===== src/rtl/pavt_pkg.sv =====
// Package for the peak angular velocity tracker.
// Holds the shared widths, the Q3.13 constants, the arctangent table and the
// controller state, command and status types. No dependencies.
`default_nettype none

package pavt_pkg;

    localparam int IN_W         = 16;   // coordinate port width
    localparam int TIME_W       = 32;
    localparam int RATE_W       = 32;
    localparam int ANGLE_W      = 16;   // Q3.13 angle
    localparam int PHASE_W      = 18;   // angle sums and differences
    localparam int DIVN_W       = 18;   // |delta| << 3 fits here
    localparam int STEP_CNT_W   = 5;
    localparam int MAX_STEPS    = 24;
    localparam int DEF_CORDIC_STEPS = 16;
    localparam int DEF_COORD_BITS   = 16;

    localparam logic signed [PHASE_W-1:0] PI_Q13     = 18'sd25736;
    localparam logic signed [PHASE_W-1:0] TWO_PI_Q13 = 18'sd51472;

    // Rounded Q3.13 arctangent of 2^-i
    function automatic logic [PHASE_W-1:0] atan_q13(input logic [STEP_CNT_W-1:0] i);
        logic [PHASE_W-1:0] v;
        case (i)
            5'd0:    v = 18'd6434;
            5'd1:    v = 18'd3798;
            5'd2:    v = 18'd2007;
            5'd3:    v = 18'd1019;
            5'd4:    v = 18'd511;
            5'd5:    v = 18'd256;
            5'd6:    v = 18'd128;
            5'd7:    v = 18'd64;
            5'd8:    v = 18'd32;
            5'd9:    v = 18'd16;
            5'd10:   v = 18'd8;
            5'd11:   v = 18'd4;
            5'd12:   v = 18'd2;
            5'd13:   v = 18'd1;
            default: v = 18'd0;
        endcase
        return v;
    endfunction

    typedef enum logic [2:0] {
        ST_IDLE,
        ST_CORDIC,
        ST_ANGLE,
        ST_DIV,
        ST_UPDATE,
        ST_OUT
    } pavt_state_t;

    typedef struct packed {
        logic load;
        logic cordic_step;
        logic angle;
        logic div_step;
        logic commit;
        logic emit;
    } pavt_cmd_t;

    typedef struct packed {
        logic cordic_done;
        logic div_done;
        logic need_div;
        logic last;
        logic out_busy;
    } pavt_sts_t;

endpackage

`default_nettype wire


===== src/rtl/pavt_ctrl.sv =====
// Controller state machine for the peak angular velocity tracker.
// Depends on pavt_pkg; drives the datapath through pavt_cmd_t.
`default_nettype none

module pavt_ctrl (
    input  wire                 aclk,
    input  wire                 aresetn,
    input  wire                 s_valid,
    output logic                s_ready,
    input  pavt_pkg::pavt_sts_t sts,
    output pavt_pkg::pavt_cmd_t cmd
);
    import pavt_pkg::*;

    pavt_state_t state_reg, state_next;

    // State register
    always_ff @(posedge aclk) begin
        if (!aresetn) begin
            state_reg <= ST_IDLE;
        end else begin
            state_reg <= state_next;
        end
    end

    // Next state and commands
    always_comb begin
        state_next = state_reg;
        cmd        = '0;
        s_ready    = 1'b0;
        case (state_reg)
            ST_IDLE: begin
                s_ready = 1'b1;
                if (s_valid) begin
                    cmd.load   = 1'b1;
                    state_next = ST_CORDIC;
                end
            end
            ST_CORDIC: begin
                if (sts.cordic_done) begin
                    state_next = ST_ANGLE;
                end else begin
                    cmd.cordic_step = 1'b1;
                end
            end
            ST_ANGLE: begin
                cmd.angle  = 1'b1;
                state_next = sts.need_div ? ST_DIV : ST_UPDATE;
            end
            ST_DIV: begin
                if (sts.div_done) begin
                    state_next = ST_UPDATE;
                end else begin
                    cmd.div_step = 1'b1;
                end
            end
            ST_UPDATE: begin
                cmd.commit = 1'b1;
                state_next = sts.last ? ST_OUT : ST_IDLE;
            end
            ST_OUT: begin
                if (!sts.out_busy) begin
                    cmd.emit   = 1'b1;
                    state_next = ST_IDLE;
                end
            end
            default: begin
                state_next = ST_IDLE;
            end
        endcase
    end

endmodule

`default_nettype wire


===== src/rtl/pavt_dp.sv =====
// Datapath for the peak angular velocity tracker: iterative CORDIC,
// angle wrap, restoring divider, run state and output register.
// Depends on pavt_pkg; commanded by pavt_ctrl.
`default_nettype none

module pavt_dp #(
    parameter int CORDIC_STEPS = pavt_pkg::DEF_CORDIC_STEPS,
    parameter int COORD_BITS   = pavt_pkg::DEF_COORD_BITS
) (
    input  wire                              aclk,
    input  wire                              aresetn,
    input  wire  signed [pavt_pkg::IN_W-1:0] s_x_coord,
    input  wire  signed [pavt_pkg::IN_W-1:0] s_y_coord,
    input  wire  [pavt_pkg::TIME_W-1:0]      s_time_stamp,
    input  wire                              s_last_point,
    output logic                             m_valid,
    input  wire                              m_ready,
    output logic [pavt_pkg::RATE_W-1:0]      m_peak_rate,
    input  pavt_pkg::pavt_cmd_t              cmd,
    output pavt_pkg::pavt_sts_t              sts
);
    import pavt_pkg::*;

    localparam int DW    = COORD_BITS + 3;
    localparam int STEPS = (CORDIC_STEPS > MAX_STEPS) ? MAX_STEPS : CORDIC_STEPS;

    // Coordinate extension
    logic signed [DW-1:0] x_ext, y_ext;
    generate
        if (COORD_BITS <= IN_W) begin : g_sext
            assign x_ext = DW'(signed'(s_x_coord[COORD_BITS-1:0]));
            assign y_ext = DW'(signed'(s_y_coord[COORD_BITS-1:0]));
        end else begin : g_zext
            assign x_ext = DW'(signed'({1'b0, s_x_coord}));
            assign y_ext = DW'(signed'({1'b0, s_y_coord}));
        end
    endgenerate

    logic signed [DW-1:0]      cx_reg, cy_reg;
    logic signed [PHASE_W-1:0] z_reg;
    logic [STEP_CNT_W-1:0]     step_reg;
    logic                      special_reg;
    logic signed [PHASE_W-1:0] special_angle_reg;
    logic [TIME_W-1:0]         t_reg;
    logic                      last_reg;

    logic signed [ANGLE_W-1:0] angle_reg;
    logic signed [ANGLE_W-1:0] prev_angle_reg;
    logic [TIME_W-1:0]         prev_time_reg;
    logic                      have_prev_reg;
    logic [RATE_W-1:0]         peak_reg;

    logic [DIVN_W-1:0]         n_reg;
    logic [TIME_W-1:0]         rem_reg;
    logic [TIME_W-1:0]         dt_reg;
    logic [DIVN_W-1:0]         q_reg;
    logic [STEP_CNT_W-1:0]     div_cnt_reg;

    logic                      m_valid_reg;
    logic [RATE_W-1:0]         m_peak_reg;

    // CORDIC micro-rotation
    logic signed [DW-1:0]      xs, ys;
    logic [PHASE_W-1:0]        atan_v;
    assign xs     = cx_reg >>> step_reg;
    assign ys     = cy_reg >>> step_reg;
    assign atan_v = atan_q13(step_reg);

    // Clamp, delta and wrap
    logic signed [PHASE_W-1:0] z_cl, d_raw, d_wr;
    logic [PHASE_W-1:0]        mag;
    always_comb begin
        if (special_reg) begin
            z_cl = special_angle_reg;
        end else if (z_reg > PI_Q13) begin
            z_cl = PI_Q13;
        end else if (z_reg < -PI_Q13) begin
            z_cl = -PI_Q13;
        end else begin
            z_cl = z_reg;
        end
        d_raw = z_cl - PHASE_W'(prev_angle_reg);
        if (d_raw > PI_Q13) begin
            d_wr = d_raw - TWO_PI_Q13;
        end else if (d_raw < -PI_Q13) begin
            d_wr = d_raw + TWO_PI_Q13;
        end else begin
            d_wr = d_raw;
        end
        mag = d_wr[PHASE_W-1] ? PHASE_W'(-d_wr) : PHASE_W'(d_wr);
    end

    // Restoring divider step
    logic [TIME_W:0] rem_sh;
    logic            rem_ge;
    assign rem_sh = {rem_reg, n_reg[DIVN_W-1]};
    assign rem_ge = rem_sh >= {1'b0, dt_reg};

    // Working registers
    always_ff @(posedge aclk) begin
        if (cmd.load) begin
            step_reg    <= '0;
            t_reg       <= s_time_stamp;
            last_reg    <= s_last_point;
            special_reg <= (y_ext == '0);
            special_angle_reg <= x_ext[DW-1] ? PI_Q13 : '0;
            if (x_ext[DW-1]) begin
                cx_reg <= -x_ext;
                cy_reg <= -y_ext;
                z_reg  <= y_ext[DW-1] ? -PI_Q13 : PI_Q13;
            end else begin
                cx_reg <= x_ext;
                cy_reg <= y_ext;
                z_reg  <= '0;
            end
        end else if (cmd.cordic_step) begin
            step_reg <= step_reg + 1'b1;
            if (!cy_reg[DW-1]) begin
                cx_reg <= cx_reg + ys;
                cy_reg <= cy_reg - xs;
                z_reg  <= z_reg + signed'(atan_v);
            end else begin
                cx_reg <= cx_reg - ys;
                cy_reg <= cy_reg + xs;
                z_reg  <= z_reg - signed'(atan_v);
            end
        end
        if (cmd.angle) begin
            angle_reg   <= ANGLE_W'(z_cl);
            n_reg       <= mag << 3;
            rem_reg     <= '0;
            q_reg       <= '0;
            dt_reg      <= t_reg - prev_time_reg;
            div_cnt_reg <= '0;
        end else if (cmd.div_step) begin
            n_reg       <= n_reg << 1;
            div_cnt_reg <= div_cnt_reg + 1'b1;
            q_reg       <= {q_reg[DIVN_W-2:0], rem_ge};
            rem_reg     <= rem_ge ? TIME_W'(rem_sh - {1'b0, dt_reg})
                                  : rem_sh[TIME_W-1:0];
        end
    end

    // Run state and output word
    always_ff @(posedge aclk) begin
        if (!aresetn) begin
            prev_angle_reg <= '0;
            prev_time_reg  <= '0;
            have_prev_reg  <= 1'b0;
            peak_reg       <= '0;
            m_valid_reg    <= 1'b0;
        end else begin
            if (cmd.commit) begin
                if (sts.need_div && (RATE_W'(q_reg) > peak_reg)) begin
                    peak_reg <= RATE_W'(q_reg);
                end
                prev_angle_reg <= angle_reg;
                prev_time_reg  <= t_reg;
                have_prev_reg  <= 1'b1;
            end
            if (cmd.emit) begin
                m_valid_reg    <= 1'b1;
                m_peak_reg     <= peak_reg;
                peak_reg       <= '0;
                prev_angle_reg <= '0;
                prev_time_reg  <= '0;
                have_prev_reg  <= 1'b0;
            end else if (m_valid_reg && m_ready) begin
                m_valid_reg <= 1'b0;
            end
        end
    end

    assign m_valid     = m_valid_reg;
    assign m_peak_rate = m_peak_reg;

    // Status back to the controller
    always_comb begin
        sts.cordic_done = special_reg || (step_reg == STEP_CNT_W'(STEPS));
        sts.div_done    = (div_cnt_reg == STEP_CNT_W'(DIVN_W));
        sts.need_div    = have_prev_reg && (t_reg > prev_time_reg);
        sts.last        = last_reg;
        sts.out_busy    = m_valid_reg && !m_ready;
    end

endmodule

`default_nettype wire


===== src/rtl/peak_angular_velocity_tracker.sv =====
// Top level of the peak angular velocity tracker.
// Depends on pavt_pkg, pavt_ctrl and pavt_dp.
//
// Each point is accepted, then runs the iterative CORDIC rotator for
// CORDIC_STEPS micro-rotations, at most MAX_STEPS (none when y is zero),
// then angle clamp and wrap, then the 18-bit restoring divider when a rate
// is due, and then the update. The point marked last also loads the output
// word, waiting while that register still holds an untaken result. s_ready
// is high only between points.
`default_nettype none

module peak_angular_velocity_tracker #(
    parameter int CORDIC_STEPS = pavt_pkg::DEF_CORDIC_STEPS,
    parameter int COORD_BITS   = pavt_pkg::DEF_COORD_BITS
) (
    input  wire                              aclk,
    input  wire                              aresetn,
    input  wire                              s_valid,
    output logic                             s_ready,
    input  wire  signed [pavt_pkg::IN_W-1:0] s_x_coord,
    input  wire  signed [pavt_pkg::IN_W-1:0] s_y_coord,
    input  wire  [pavt_pkg::TIME_W-1:0]      s_time_stamp,
    input  wire                              s_last_point,
    output logic                             m_valid,
    input  wire                              m_ready,
    output logic [pavt_pkg::RATE_W-1:0]      m_peak_rate
);
    import pavt_pkg::*;

    pavt_cmd_t cmd;
    pavt_sts_t sts;

    pavt_ctrl u_ctrl (
        .aclk    (aclk),
        .aresetn (aresetn),
        .s_valid (s_valid),
        .s_ready (s_ready),
        .sts     (sts),
        .cmd     (cmd)
    );

    pavt_dp #(
        .CORDIC_STEPS (CORDIC_STEPS),
        .COORD_BITS   (COORD_BITS)
    ) u_dp (
        .aclk         (aclk),
        .aresetn      (aresetn),
        .s_x_coord    (s_x_coord),
        .s_y_coord    (s_y_coord),
        .s_time_stamp (s_time_stamp),
        .s_last_point (s_last_point),
        .m_valid      (m_valid),
        .m_ready      (m_ready),
        .m_peak_rate  (m_peak_rate),
        .cmd          (cmd),
        .sts          (sts)
    );

endmodule

`default_nettype wire


===== config.mk =====
export PLATFORM = sky130hd
export DESIGN_NAME = peak_angular_velocity_tracker
export DESIGN_NICKNAME = d
export VERILOG_FILES = /design/src/rtl/pavt_pkg.sv /design/src/rtl/pavt_ctrl.sv /design/src/rtl/pavt_dp.sv /design/src/rtl/peak_angular_velocity_tracker.sv
export SDC_FILE = /design/constraint.sdc
export NUM_CORES = 1
export LEC_CHECK = 0
export ABC_AREA = 1
export BUFFER_PORTS_ARGS = -buffer_cell sky130_fd_sc_hd__buf_2
export CORE_MARGIN = 2
export CORE_UTILIZATION = 35
export DETAILED_ROUTE_END_ITERATION = 8
export GPL_ROUTABILITY_DRIVEN = 0
export HOLD_SLACK_MARGIN = 0.1
export MAX_ROUTING_LAYER = met4
export PLACE_DENSITY = 0.47
export SYNTH_ARGS = -nofsm -noshare
export SYNTH_HDL_FRONTEND = slang
export SYNTH_HIERARCHICAL = 1
export SYNTH_SLANG_ARGS = --single-unit

===== constraint.sdc =====
create_clock -name aclk -period 7.4 [get_ports aclk]
set_input_delay 0.37 -clock aclk [delete_from_list [all_inputs] [get_ports aclk]]
set_output_delay 0.37 -clock aclk [all_outputs]
set_load 0.03 [all_outputs]

==> results.txt, run 1 <==
CP Launch Type: flop
Main flop type after synthesis: edfxtp_1
Dpl cells: 4102
Pre-Repair DR Iteration Count: 5
Pre-CTS setup slack: 1.77 ns
Yosys reg bits: 316
Initial Utilization: 35.5%
RSZ-0062 raised after global routing: no
Die X: 263 microns
Post-CTS Setup Inserts: 0
Final Hold Fails: 0
Worst clock skew: 0.0168 ns
Area of the mapped netlist: 0.0234 sq mm
Max cap viols: 0
TritonCTS clock tree: built
DIE AREA: 0.0691 sq mm
Tot GR Track Use: 18.8%
# hold bufs at CTS: 35
Core area: 0.0660 sq mm
Final period utilization: 77.7%
Final Critical Period: 5.75 ns
Critical path capture point type: flop
First-pass GRT wire length: 104000 microns
R2R depth: 27
Clock buffer depth: 3
Reg-to-reg startpoint: u_dp/step_reg[2]
Insertion delay to the later sink of the worst-skew pair: 0.56 ns
Most common cell after layout, fill and taps aside: nand2_1
Post-Route WL: 64300 microns
Average wire per standard cell: 15.3 microns
H-tree Lvls: 2
Hold_ws: 0.141 ns
HP Class: input pin to flop
Slew Limit Fails: 0
Yosys warns: 6
Slew margin rel.: 15.7%
Largest net degree at the start of global routing: 94
Initial antenna violation count: 1
DRT iter0 DRCs: 1269
Crit path kind: flop to flop
Layout cell share with drive strength beyond 1: 7.80%
Area delta synth->final: 12.4%
I/O pin total: 103
R2R Path End: u_dp/cy_reg[17]
Post-DRT Antenna Nets: 0
Antenna cells: 0
Worst Hold Endpoint: u_dp/m_valid
Clock sink count: 316
Clock tree root driver cell: clkbuf_16
CP required: 7.70 ns
Number of global-route vias before repair: 20400
Slew @ Worst Pin: 1.26 ns
Drt via density: 5.04
Via count: 21200
Synth Instances: 3231
PnR worst setup slack: 1.65 ns
Clock transition at the registers of the reported paths: 0.06 ns
Library cells used by synthesis: 62
Commonest non-fill, non-tap cells in the layout: 724 x nand2_1, 431 x inv_1, 303 x nor2_1, 242 x a21oi_1, 201 x o21ai_0
Hold path startpoint: m_ready
Setup Viol. Count Final: 0
Status: finished, final reports clean
Port Buffers: 88
Highest Clock Rate: 174 MHz
Reg2Reg Setup Slack: 1.65 ns
Die Y: 263 microns
HPWL after detailed placement: 48400 microns
# DRC: 0
CTS resizes: 0
Non-filler cells, final: 4211
Critical path fanouts, max: 45
Layout Nets: 3562
# rows: 94
Syn_area_per_cell: 7.25 sq um
Final setup TNS: 0 ns
Async S/R FF share, synth: 0%
Critical Path Start: u_dp/step_reg[2]
EDFF count, synth: 172
WP data arrival: 6.05 ns
Worst hold stages: 4
GRT overflow: 0
CTS buffer count: 40
Register area share after synthesis: 34.3%
critical path: stages, from the launching register on:
cell      delay (ns)
dfxtp_1         0.89
inv_2           0.51
nor2_1          0.36
a21oi_1         0.10
inv_1           0.10
nand2_1         0.05
nand3_1         0.08
nand3_1         0.16
inv_1           0.12
ha_1            0.16
nand3_1         0.13
nand2_1         0.12
xnor2_1         0.13
inv_1           0.06
ha_1            0.33
inv_1           0.08
o21bai_1        0.13
a21oi_1         0.08
o21ai_0         0.29
a21boi_0        0.20
o21ai_0         0.33
a21boi_0        0.24
o21ai_0         0.27
nand2_1         0.11
a21oi_1         0.19
o21ai_0         0.10
nand3_1         0.08
o211ai_1        0.09
routing by layer:
| layer | GRT usage (%) | wire length, microns | vias up |
|---|---|---|---|
| met2 | 31.6 | 30500 | 392 |
| met5 | - | 0 | - |
| met1 | 23.6 | 30000 | 9740 |
| met3 | 2.46 | 2300 | 92 |
| li1 | - | - | 11000 |
| met4 | 5.28 | 1570 | 0 |
cells by family (layout without fill, tap and decap cells):
family	after synthesis	in the layout	synth area share [%]
muxes	2	2	0.0854
and+or+nand+nor	1319	1319	23.4
AOI/OAI and AO/OA	729	729	18.1
xor gates and xnor gates	123	123	4.74
buffers and inverters	563	666	9.58
DFF	316	316	34.3
adders and majority gates	178	178	9.69
other	1	14	0.0160
stage by stage:
stage,utilization (%),area [sq um]
floorplan,-,23500
global placement,37.3,24600
detailed placement,37.3,24600
CTS,39.9,26300
global route,39.9,26300
finish,39.9,26300
final cells by class:
class                   instances  area, sq um
clock buffers                  53         1130
clock inverters                21          243
fillers                      6872        39600
inverters                     451         1700
multi-input cells            2365        13200
flip-flops and latches        316         8050
well taps                     864         1080
repair buffers                141          926
worst max path at each step:
stage | end | slack (ns) | depth (start not counted)
after CTS | u_dp/cy_reg[17] | 1.75 | 27
after floorplan | u_dp/n_reg[10] | 1.80 | 6
after global placement | u_dp/cy_reg[17] | 1.95 | 27
after detailed placement | u_dp/cy_reg[17] | 1.77 | 27
after global routing | u_dp/cy_reg[17] | 1.10 | 27
final | u_dp/cy_reg[17] | 1.65 | 27
cells in the mapped netlist (all sizes together), types with 11 or more instances:
cell,n,area (sq um)
o22ai,29,181
a21boi,11,82.6
a211oi,66,495
nor2,318,1230
nor3,49,260
xor2,74,682
clkbuf,65,244
a31oi,38,238
dfxtp,144,2880
edfxtp,172,5160
o21ai,239,1210
a21oi,248,1260
or2,14,87.6
o211ai,40,300
inv,445,1680
buf,47,304
ha,172,2150
nand2,753,2910
nand3,142,726
nand4,28,175
o21bai,12,90.1
xnor2,49,429
Power of run 1 is not shown: default switching activity piles up to over one toggle a cycle in this logic, so the estimate is an artifact.
==> run 2, diff against run 1 <==
PLACE_DENSITY = 0.49   (was 0.47)
clock period = 5.17 ns   (was 7.4 ns; I/O delays follow)
==> run 2 against run 1 <==
- final area increased by 1.9%
- sequential share of layout area down 0.57 points
- first-iteration DRC count grew 5.5%
- non-clock buffer count increased by 55
- fmax up 20%
- hold slack worse by 0.0072 ns
- sequential cell count unchanged
- final cell count rose by 1.2%
- clock skew up 0.014 ns
- via count increased by 1.9%
- worst setup slack worse by 1.3 ns
- core utilization grew 0.75 points
- critical path type unchanged
- highest routed layer unchanged
==> results.txt, run 2 (synthesized netlist as in run 1, its figures left out) <==
WP data arrival: 5.09 ns
Drt via density: 5.07
Clock tree root driver cell: clkbuf_16
Post-Route WL: 64500 microns
Most common cell after layout, fill and taps aside: nand2_1
Slew @ Worst Pin: 1.25 ns
Die X: 263 microns
Reg-to-reg startpoint: u_dp/z_reg[7]
Pre-Repair DR Iteration Count: 6
Worst hold stages: 3
Average wire per standard cell: 15.1 microns
Critical path capture point type: flop
Multi-input gate area: 0.0133 sq mm
# rows: 94
GRT overflow: 0
Max cap viols: 0
Final Critical Period: 4.78 ns
Tot GR Track Use: 18.7%
Clock buffer depth: 3
Non-filler cells, final: 4263
CP Launch Type: flop
Slew margin rel.: 15.7%
Largest stage delay on the critical path: 0.46 ns
Die Y: 263 microns
DIE AREA: 0.0691 sq mm
Crit path kind: flop to flop
Worst clock skew: 0.0305 ns
Highest Clock Rate: 209 MHz
DRT iter0 DRCs: 1339
Setup Viol. Count Final: 0
CP most frequent cell: nand2_1
TritonCTS clock tree: built
Layout cell share with drive strength beyond 1: 9.62%
Post-DRT Antenna Nets: 0
Port Buffers: 88
Slew Limit Fails: 0
Layout Nets: 3616
Final Hold Fails: 0
First-pass GRT wire length: 104000 microns
Largest net degree at the start of global routing: 94
Core area: 0.0660 sq mm
Reg area: 0.00805 sq mm
CTS buffer count: 39
Critical path fanouts, max: 14
Initial antenna violation count: 1
CP required: 5.48 ns
Met3 wire length: 2230 microns
Hold path startpoint: s_y_coord[4]
DR WL met2: 30200 microns
Insertion delay to the later sink of the worst-skew pair: 0.56 ns
I/O pin total: 103
Core Util, Final: 40.7%
Area delta synth->final: 14.5%
HPWL after detailed placement: 48700 microns
Dpl cells: 4125
H-tree Lvls: 2
Status: finished, final reports clean
Initial Utilization: 35.5%
HP Class: input pin to flop
Antenna cells: 0
Worst Hold Endpoint: u_dp/cy_reg[4]
Clock sink count: 316
Clock transition at the registers of the reported paths: 0.05 ns
# DRC: 0
Slowest CP cell: edfxtp_1
Commonest non-fill, non-tap cells in the layout: 717 x nand2_1, 425 x inv_1, 296 x nor2_1, 241 x a21oi_1, 197 x o21ai_0
Via count: 21600
Number of global-route vias before repair: 20700
# fillers: 6815
Top Layer Used: met4
R2R depth: 34
R2R Path End: u_dp/n_reg[14]
Final period utilization: 92.5%
Post-Route M1 WL: 30200 microns
Reg2Reg Setup Slack: 0.39 ns
==> run 2: cell types whose count changed in the layout (fill, tap and decap cells not counted), moves of 6 or more <==
cell           change
nand2_1            -7
buf_4             +37
inv_1              -6
nor2_2             +6
dlygate4sd3_1     +16
nor2_1             -7
==> run 2: layout make-up <==
type,instances,share of cell area (%)
clock buffers,48,3.80
clock inverters,23,0.946
inverters,451,6.35
multi-input cells,2365,49.7
flip-flops and latches,316,30.0
well taps,864,4.03
repair buffers,196,5.20
==> run 2: how the worst max path moves through the flow <==
stage / start / endpoint / slack, ns
floorplan: u_dp/z_reg[3] / u_dp/n_reg[9] / 0.43
global placement: u_dp/z_reg[5] / u_dp/n_reg[5] / 0.27
CTS: u_dp/z_reg[7] / u_dp/n_reg[17] / 0.08
global route: u_dp/z_reg[15] / u_dp/n_reg[17] / -0.08
detailed placement: u_dp/z_reg[7] / u_dp/n_reg[17] / 0.07
finish: u_dp/z_reg[7] / u_dp/n_reg[14] / 0.39
==> run 2: what timing repair did <==
| item | in CTS | in global routing |
|---|---|---|
| setup endpoints to repair | 0 | 18 |
| hold buffers | 51 | 0 |
| hold endpoints to repair | 52 | 0 |
| buffers inserted | 0 | 16 |
| gates resized for setup | 0 | 41 |
==> run 2: worst max-delay path: cells and delay by family (launching register included) <==
kind,cells,cell delay (ns)
AO/OA/AOI/OAI,4,0.72
flip-flops,1,0.46
adder cells (fa/ha/maj),4,0.86
buffers and inverters,5,0.45
AND/OR/NAND/NOR,20,1.86
XOR/XNOR,1,0.19
==> run 2: metrics by stage <==
stage / hold WS [ns] / area (sq um) / setup TNS [ns] / setup WS [ns]
finish: 0.134 / 26800 / 0 / 0.388
global placement: 0.417 / 24800 / 0 / 0.267
CTS: 0.109 / 26600 / 0 / 0.0753
global route: 0.139 / 26800 / -0.401 / -0.0782
floorplan: 0.357 / 23500 / 0 / 0.429
detailed placement: 0.419 / 24800 / 0 / 0.0674
==> run 2: layer usage <==
layer / global-route usage, % / vias up
met3: 1.89 / 113
met2: 31.0 / 420
met1: 23.9 / 9998
met4: 6.06 / 0
met5: - / -
li1: - / 11100
Power of run 2 is left out for the same reason.
==> run 3, diff against run 2 <==
ABC_AREA = unset   (was 1)
==> run 3 against run 2 <==
- the flow now finishes with violations (setup timing)
- global-route usage shrank 0.21 points
- critical path type unchanged
- sequential share of layout area is 3.1 points lower
- wire length is 0.52% lower
- highest routed layer unchanged
- register-to-register slack worse by 0.87 ns
==> results.txt, run 3 <==
Status: finished with violations
Failing checks: setup timing
Top post-synthesis cells by area: edfxtp_1 22%, dfxtp_1 12%, ha_1 9.2%, mux2i_1 5.4%, xnor2_1 5.1%
Largest net degree at the start of global routing: 91
Yosys reg bits: 316
CP most frequent cell: buf_4
Slew Limit Fails: 0
Largest stage delay on the critical path: 0.41 ns
Final period utilization: 109%
CTS buffer count: 41
Yosys top cell area share: 22.1%
CP required: 5.47 ns
Highest Clock Rate: 177 MHz
EDFF count, synth: 172
Post-Route WL: 64100 microns
Multi-input gate area: 0.0149 sq mm
Crit path max-delay family: simple AND/OR/NAND/NOR gates
Via count: 20000
H-tree Lvls: 2
GRT overflow: 0
Initial antenna violation count: 3
First-pass GRT wire length: 102000 microns
Commonest cells in the netlist: 298 x nor2_1, 194 x inv_1, 172 x edfxtp_1, 172 x ha_1, 161 x o21ai_0
Area delta synth->final: 28.2%
Clock buffer depth: 3
Post-synth top area cell: edfxtp_1
Critical path fanouts, max: 5
Register area share after synthesis: 34.4%
Die X: 262 microns
Tot GR Track Use: 18.5%
HP Class: input pin to flop
# fillers: 6265
Syn_area_per_cell: 9.08 sq um
Count leader, synth: nor2_1
Yosys warns: 6
Area of the mapped netlist: 0.0234 sq mm
Insertion delay to the later sink of the worst-skew pair: 0.56 ns
Most common cell after layout, fill and taps aside: buf_4
Initial Utilization: 35.4%
Drt via density: 5.14
Async S/R FF share, synth: 0%
Port Buffers: 88
Pre-Repair DR Iteration Count: 5
Main flop type after synthesis: edfxtp_1
Clock transition at the registers of the reported paths: 0.06 ns
Critical path capture point type: flop
Max cap viols: 0
Post-DRT Antenna Nets: 0
Final Critical Period: 5.65 ns
TritonCTS clock tree: built
Clock tree root driver cell: clkbuf_16
I/O pin total: 103
HPWL after detailed placement: 47800 microns
Number of global-route vias before repair: 19500
# DRC: 0
Slew margin rel.: 29.6%
Slowest CP cell: edfxtp_1
Layout cell share with drive strength beyond 1: 24.4%
CP Launch Type: flop
Average wire per standard cell: 16.5 microns
Pre-CTS setup slack: -0.744 ns
Buf+Inv Stages, Crit Path: 5
Reg area: 0.00806 sq mm
DRT iter0 DRCs: 1109
Slew @ Worst Pin: 1.06 ns
Commonest non-fill, non-tap cells in the layout: 346 x buf_4, 287 x nor2_1, 188 x inv_1, 172 x edfxtp_1, 158 x ha_1
Crit path kind: flop to flop
WP data arrival: 5.95 ns
Library cells used by synthesis: 96
Clock sink count: 316
Final Hold Fails: 0
Setup Viol. Count Final: 14
Layout Nets: 3243
Core area: 0.0660 sq mm
RSZ-0062 raised after global routing: yes
Synth Instances: 2574
Worst clock skew: 0.0201 ns
PnR worst setup slack: -0.483 ns
DIE AREA: 0.0689 sq mm
# rows: 94
Die Y: 262 microns
-- run 3: cell count changes in the layout (fill, tap and decap cells not counted), sizes merged, moves of 27 or more --
cell,change
nand3,-112
nand2b,+28
buf,+306
mux2i,+123
xnor2,+86
nand2,-594
nor2b,+29
a21oi,-105
a21o,+43
mux4,+38
inv,-247
o21a,+27
o211ai,-30
o21ai,-73
-- run 3: cell families (layout without fill, tap and decap cells) --
family                     after synthesis  in the layout  synth area share (%)
other                                    1             15                0.0160
muxes                                  184            184                  10.1
AOI/OAI and AO/OA                      632            632                  17.5
DFF                                    316            316                  34.4
xor gates and xnor gates               200            200                  7.49
adders and majority gates              178            178                  9.72
and+or+nand+nor                        738            739                  15.1
buffers and inverters                  325            766                  5.66
-- run 3: worst paths after layout --
path	cells past startpoint	to	start	slack, ns
worst max-delay path	30	u_dp/n_reg[17]	u_dp/z_reg[0]	-0.48
worst min-delay path	4	u_dp/cx_reg[9]	s_x_coord[9]	0.15
worst max register to register	30	u_dp/n_reg[17]	u_dp/z_reg[0]	-0.48
worst min register to register	0	u_dp/m_peak_rate[16]	u_dp/peak_reg[16]	0.47
-- run 3: what timing repair did --
| action | 4_1_cts | 5_1_grt |
|---|---|---|
| cloned | 2 | 2 |
| hold buffers | 41 | 0 |
| setup buffers | 37 | 41 |
| resized for setup | 72 | 110 |
| endpoints found under the hold margin | 43 | 0 |
| endpoints found under the setup margin | 23 | 26 |
| pin swaps | 46 | 93 |
-- run 3: stage by stage --
| step | hold slack, ns | setup TNS (ns) | area (sq um) | util (%) | cells |
|---|---|---|---|---|---|
| after floorplan | 0.357 | -4.38 | 23600 | - | 2587 |
| after global placement | 0.436 | -7.27 | 26700 | 40.5 | 3699 |
| after detailed placement | 0.437 | -9.78 | 26700 | 40.5 | 3699 |
| after CTS | 0.106 | -6.80 | 29100 | 44.1 | 3854 |
| after global routing | 0.136 | -9.52 | 30000 | 45.4 | 3893 |
| final | 0.146 | -5.12 | 30000 | 45.4 | 3894 |
-- run 3: cell type report --
cell class                 count  area share, %
inverter                     196           2.46
sequential                   316           26.9
tap                          864           3.61
timing repair buffer         494           12.5
clock inverter                17          0.589
antenna                        1        0.00835
multi-input combinational   1947           49.8
clock buffer                  59           4.13
-- run 3: tightest hold or removal path, cell delays in order --
cell,delay [ns]
buf_2,0.11
xnor2_1,0.11
nand2_1,0.06
o31ai_1,0.06
-- run 3: routing by layer --
metal | vias to the layer above | track usage, % | wire length (microns)
li1 | 10100 | - | -
met1 | 9462 | 23.1 | 28900
met2 | 375 | 31.2 | 31000
met3 | 94 | 2.63 | 2700
met4 | 0 | 5.17 | 1610
met5 | - | - | 0
Power of run 3 is left out for the same reason.
